==> config.mk <==
export PLATFORM = sky130hd
export DESIGN_NAME = sobel_et_grad
export DESIGN_NICKNAME = d
export VERILOG_FILES = /design/src/rtl/sobel_et_pkg.sv /design/src/rtl/sobel_et_grad.sv
export SDC_FILE = /design/constraint.sdc
export NUM_CORES = 1
export LEC_CHECK = 0
export ABC_AREA = 0
export BUFFER_PORTS_ARGS = -buffer_cell sky130_fd_sc_hd__buf_4
export CORE_MARGIN = 2
export CORE_UTILIZATION = 45
export DETAILED_ROUTE_END_ITERATION = 7
export PLACE_DENSITY = 0.79
export SYNTH_ARGS = -nofsm -noshare
export SYNTH_HDL_FRONTEND = slang
export SYNTH_SLANG_ARGS = --single-unit
export TNS_END_PERCENT = 20
==> constraint.sdc <==
create_clock -name vclk -period 9.86
set_clock_uncertainty 0.1 [all_clocks]
set_input_delay 1.479 -clock vclk [all_inputs]
set_output_delay 1.479 -clock vclk [all_outputs]
set_load 0.01 [all_outputs]
==> src/rtl/sobel_et_pkg.sv <==
// shared types and constants of the sobel edge threshold block
package sobel_et_pkg;

    localparam int PIX_W         = 8;
    localparam int CFG_W_W       = 11;
    localparam int CFG_H_W       = 13;
    localparam int THR_W         = 11;
    localparam int CFG_DATA_W    = 13;
    localparam int CFG_IDX_W     = 2;
    localparam int ROW_W         = 13;
    localparam int SUM_W         = 10;
    localparam int GRAD_W        = 11;
    localparam int MAX_HEIGHT    = 4096;
    localparam int DEF_MAX_WIDTH = 1024;

    localparam logic [CFG_W_W-1:0] WIDTH_RESET  = 11'd640;
    localparam logic [CFG_H_W-1:0] HEIGHT_RESET = 13'd480;
    localparam logic [THR_W-1:0]   THR_RESET    = 11'd20;

    localparam logic [PIX_W-1:0] EDGE_ON  = 8'd255;
    localparam logic [PIX_W-1:0] EDGE_OFF = 8'd0;

    localparam logic [CFG_IDX_W-1:0] CFG_IMAGE_WIDTH    = 2'd0;
    localparam logic [CFG_IDX_W-1:0] CFG_IMAGE_HEIGHT   = 2'd1;
    localparam logic [CFG_IDX_W-1:0] CFG_EDGE_THRESHOLD = 2'd2;

    typedef enum logic
    {
        OP_PIXEL = 1'b0,
        OP_FLUSH = 1'b1
    } opcode_t;

    typedef struct packed
    {
        opcode_t          opcode;
        logic [PIX_W-1:0] pixel;
    } in_item_t;

    typedef struct packed
    {
        logic [PIX_W-1:0] edge_value;
        logic             frame_last;
    } out_item_t;

    // [row][col], col 0 is the leftmost column
    typedef logic [2:0][2:0][PIX_W-1:0] kernel_t;

endpackage

==> src/rtl/sobel_et_grad.sv <==
// sobel gradient magnitude and threshold compare over one 3x3 kernel
module sobel_et_grad (
    input  sobel_et_pkg::kernel_t                  kern,
    input  logic [sobel_et_pkg::THR_W-1:0]         threshold,
    output logic [sobel_et_pkg::PIX_W-1:0]         edge_value
);
    import sobel_et_pkg::*;

    logic [SUM_W-1:0]  top_sum;
    logic [SUM_W-1:0]  bot_sum;
    logic [SUM_W-1:0]  lft_sum;
    logic [SUM_W-1:0]  rgt_sum;
    logic [SUM_W-1:0]  gy_abs;
    logic [SUM_W-1:0]  gx_abs;
    logic [GRAD_W-1:0] grad;

    // 1,2,1 weighting
    function automatic logic [SUM_W-1:0] weighted(
        input logic [PIX_W-1:0] a,
        input logic [PIX_W-1:0] b,
        input logic [PIX_W-1:0] c
    );
        logic [SUM_W-1:0] s;
        s = SUM_W'(a) + (SUM_W'(b) << 1) + SUM_W'(c);
        return s;
    endfunction

    always_comb
    begin
        top_sum = weighted(kern[0][0], kern[0][1], kern[0][2]);
        bot_sum = weighted(kern[2][0], kern[2][1], kern[2][2]);
        lft_sum = weighted(kern[0][0], kern[1][0], kern[2][0]);
        rgt_sum = weighted(kern[0][2], kern[1][2], kern[2][2]);
        gy_abs  = (top_sum >= bot_sum) ? top_sum - bot_sum : bot_sum - top_sum;
        gx_abs  = (lft_sum >= rgt_sum) ? lft_sum - rgt_sum : rgt_sum - lft_sum;
        grad    = GRAD_W'(gy_abs) + GRAD_W'(gx_abs);
        edge_value = (grad < threshold) ? EDGE_OFF : EDGE_ON;
    end

endmodule
* Word level (Yosys, flattened, before mapping) *
Cells that the tools add are included.

storage, ports and cells
  word-level logic and storage cells = 19
  output and inout port bits = 8
  register bits after elaboration = 0
  input port bits = 83

cells by class
  muxes and demuxes = 3
  order comparisons = 3
  add/sub/neg operators = 13

operators with widths
  cell                                       count
  10-bit by 8-bit adder with 10-bit output   4
  8-bit by 9-bit adder with 10-bit output    4
  10-bit subtractor                          4
  10-bit >= comparator                       2
  10-bit 2-to-1 mux                          2
  10-bit by 10-bit adder with 11-bit output  1
  11-bit < comparator                        1
  8-bit 2-to-1 mux                           1

* Depth between registers and ports, before layout *
  depth in word-level cells = 7
  mapped depth = 32

* Worst setup path before layout *
No wires, ideal clock.

  path kind = input -> output
  start point = input kern[1] in the netlist's numbering
  end point = output edge_value[1] in the netlist's numbering
  data required time = 8.281 ns
  stages on the path = 29
  setup slack = 0.419 ns
  data arrival time = 7.862 ns
  path buffers = 2
  cells stage by stage = inv_1 -> fa_1 -> inv_1 -> ha_1 -> fa_1 -> a21o_1 -> a21oi_1 -> o21bai_1 -> a21oi_1 -> o21ai_0 -> ha_1 -> buf_1 -> nand2_1 -> o31ai_2 -> mux2_2 -> ha_1 -> a21o_1 -> a21oi_1 -> o21ai_0 -> or4_1 -> nand2_1 -> xnor2_1 -> ha_1 -> and3_1 -> nand3_1 -> o221ai_1 -> a21oi_1 -> o21ai_0 -> buf_4

on the way
  word-level cells in the longest chain between the ends = 7

RTL lines
  item                                         RTL line                                  text
  start: declaration                           sobel_et_grad.sv:3                        input sobel_et_pkg::kernel_t kern,
  8-bit by 9-bit adder with 10-bit output      sobel_et_grad.sv:24                       s = SUM_W'(a) + (SUM_W'(b) << 1) + SUM_W'(c);
  10-bit by 8-bit adder with 10-bit output     sobel_et_grad.sv:24
  10-bit subtractor (tied with other cells)    sobel_et_grad.sv:34                       gy_abs = (top_sum >= bot_sum) ? top_sum - bot_sum : bot_sum - top_sum;
  10-bit 2-to-1 mux, on equally long branches  sobel_et_grad.sv:34, sobel_et_grad.sv:35
  10-bit by 10-bit adder with 11-bit output *  sobel_et_grad.sv:36                       grad = GRAD_W'(gy_abs) + GRAD_W'(gx_abs);
  11-bit < comparator *                        sobel_et_grad.sv:37                       edge_value = (grad < threshold) ? EDGE_OFF : EDGE_ON;
  8-bit 2-to-1 mux *                           sobel_et_grad.sv:37
  end: declaration                             sobel_et_grad.sv:5                        output logic [sobel_et_pkg::PIX_W-1:0] edge_value

Mark *: on every way between the ends. The rest lies on a longest branch, timed or not.

* Worst setup path after layout *
  start point = input kern[50] in the netlist's numbering
  end point = output edge_value[0] in the netlist's numbering

on the way
  word-level cells in the longest chain between the ends = 7

RTL lines
  item                                                              RTL line
  8-bit by 9-bit adder with 10-bit output                           sobel_et_grad.sv:24
  10-bit by 8-bit adder with 10-bit output                          sobel_et_grad.sv:24
  10-bit subtractor / 10-bit >= comparator (equally long branches)  sobel_et_grad.sv:34
  10-bit 2-to-1 mux                                                 sobel_et_grad.sv:34
  10-bit by 10-bit adder with 11-bit output *                       sobel_et_grad.sv:36
  11-bit < comparator *                                             sobel_et_grad.sv:37
  8-bit 2-to-1 mux *                                                sobel_et_grad.sv:37

Marked as above.

==> reports/qor.yml <==
fmax_ghz: 0.107
seqCellArea_um2: 0
rsz0062_at_grt: "no"
avgSynthCellArea_um2: 8.24
endpoint_kind: "output pin"
gp_congestion: 0.923
status: "finished clean"
synth_cell_types: 54
dpl.hpwl_mm: 9.31
timing.setup.tns_ns: 0
dieHeight_um: 103
final_layout_size_suffix_gt1_frac: 0.178
setup_violations: 0
grt_pass1_vias: 3779
drt_first_pass_iters: 4
nClkBuffers: 0
worst-setup-path-type: "input pin to output pin"
slew_violations: 0
yosys.area.top_type: "ha_1"
die_width_um: 103
seq_cell_count: 0
post_drt_wl_per_cell_um: 14.3
via_per_inst: 5.22
synth_fp_nets: 747
whs_ns: 3.50
routed_wl_mm: 10.5
yosysWarnings: 0
critPathLaunchType: "input pin"
max_cap_violations: 0
antenna_found_initial: 0
ys_seq_area_frac: 0
area_growth_pct: 17.7
crit_arrival_ns: 7.81
drc: 0
worst_pin_slew_ns: 0.445
syn_area_um2: 4390
fin_crit_ns: 9.39
cp_max_fo: 8
slew_headroom: 0.700
track_usage: 0.200
start_util: 0.456
yosysMostFrequentCell: "ha_1"
hold_path.class: "input pin to output pin"
num_rows: 36
io_pins: 91
fin_crit_sh: 0.952
nFillCells: 938
nets: 817
synth_cells: 533
grt_overflow_total: 0
cp-startpoint: "kern[50]"
yosys-top-cells-count: "ha_1 (94), inv_1 (68), nor2_1 (38)"
antennaDiodeCount: 0
final_antenna_net_count: 0
required_ns: 8.28
core_um2: 9640
hold_violations: 0
grt_max_degree: 11
via_count: 3831
cts-hold-fix-buffers: 0
ys_top_cells_by_area: "ha_1 (27%), fa_1 (17%), inv_1 (5.8%), xor2_1 (5.8%), xnor2_1 (5.2%)"
hold_start: "threshold[10]"
synthDominantCellAreaShare: 0.268
numPortBuffers: 83
drtIter0Drc: 144
grt_pass1_wl_mm: 17.3
die_area_um2: 10600
timing repair:
item                                    CTS  global route
gates resized for setup                   0            15
setup buffers                             0             1
endpoints found under the setup margin    0             8
placed cells by master (no fill, tap or decap), types with 3 or more instances in the layout:
master	netlist	final
xor2_1	29	29
fa_1	37	37
nor2_1	38	38
or2_2	3	3
o31a_1	3	3
nor3_1	8	8
inv_1	68	68
buf_4	7	87
nand2_1	17	17
and3_1	3	3
a21o_1	25	25
ha_1	94	91
o21a_1	7	7
mux2_2	3	3
a31oi_1	8	7
a21oi_2	1	4
a21oi_1	35	32
mux2i_1	16	16
nor2b_1	13	13
o21ai_0	22	21
xnor2_1	26	26
nand2b_1	9	9
a21boi_0	5	5
nand3_1	6	6
o211ai_1	5	5
worst max-delay path, stage by stage:
cell      delay [ns]
buf_4           0.13
fa_1            0.51
ha_1            0.31
a21o_1          0.19
a21oi_1         0.25
nor2b_1         0.09
o21a_1          0.22
o41ai_2         0.38
xor2_1          0.13
ha_1            0.41
a21o_1          0.20
a221o_1         0.44
mux2_2          0.36
ha_1            0.30
a21o_1          0.15
a21oi_1         0.22
o21ai_0         0.15
or4_1           0.45
nand2_1         0.12
xnor2_1         0.07
ha_1            0.29
and3_1          0.14
nand3_1         0.08
o221ai_1        0.17
a21oi_1         0.09
o21ai_0         0.17
buf_4           0.17
buf_4           0.12
through the flow:
step	instances	utilization	instance area, um^2	worst slack (ns)
6_report	734	0.536	5170	0.474
5_1_grt	734	0.536	5170	0.0121
4_1_cts	733	0.527	5080	0.203
3_5_place_dp	733	0.527	5080	0.255
3_3_place_gp	733	0.527	5080	0.357
2_1_floorplan	533	-	4390	0.419
cell type report:
class,instances,area [um^2],share of cell area
Timing Repair Buffer,87,653,0.126
Multi-Input combinational cell,446,4090,0.792
Tap cell,133,166,0.0322
Inverter,68,255,0.0494
cells by family after synthesis:
family | after synthesis | share of synthesized area
AND/OR/NAND/NOR | 109 | 0.123
XOR/XNOR | 55 | 0.110
multiplexers | 19 | 0.0442
AO/OA/AOI/OAI | 132 | 0.200
buffers and inverters | 87 | 0.0866
adder cells (fa/ha/maj) | 131 | 0.436
worst paths after layout:
check | to | slack [ns] | cells past startpoint
max | edge_value[0] | 0.47 | 28
min | edge_value[2] | 3.50 | 7
layer usage:
layer  up-vias  global-route usage  share of wire
li1       1972                   -              -
met1      1759               0.281           0.47
met2        92               0.355           0.48
met3         8             0.00339          0.037
met4         0              0.0263          0.012
met5         -                   0              0
Power is not shown: default switching activity piles up to over one toggle a cycle in this logic, so the estimate is an artifact.
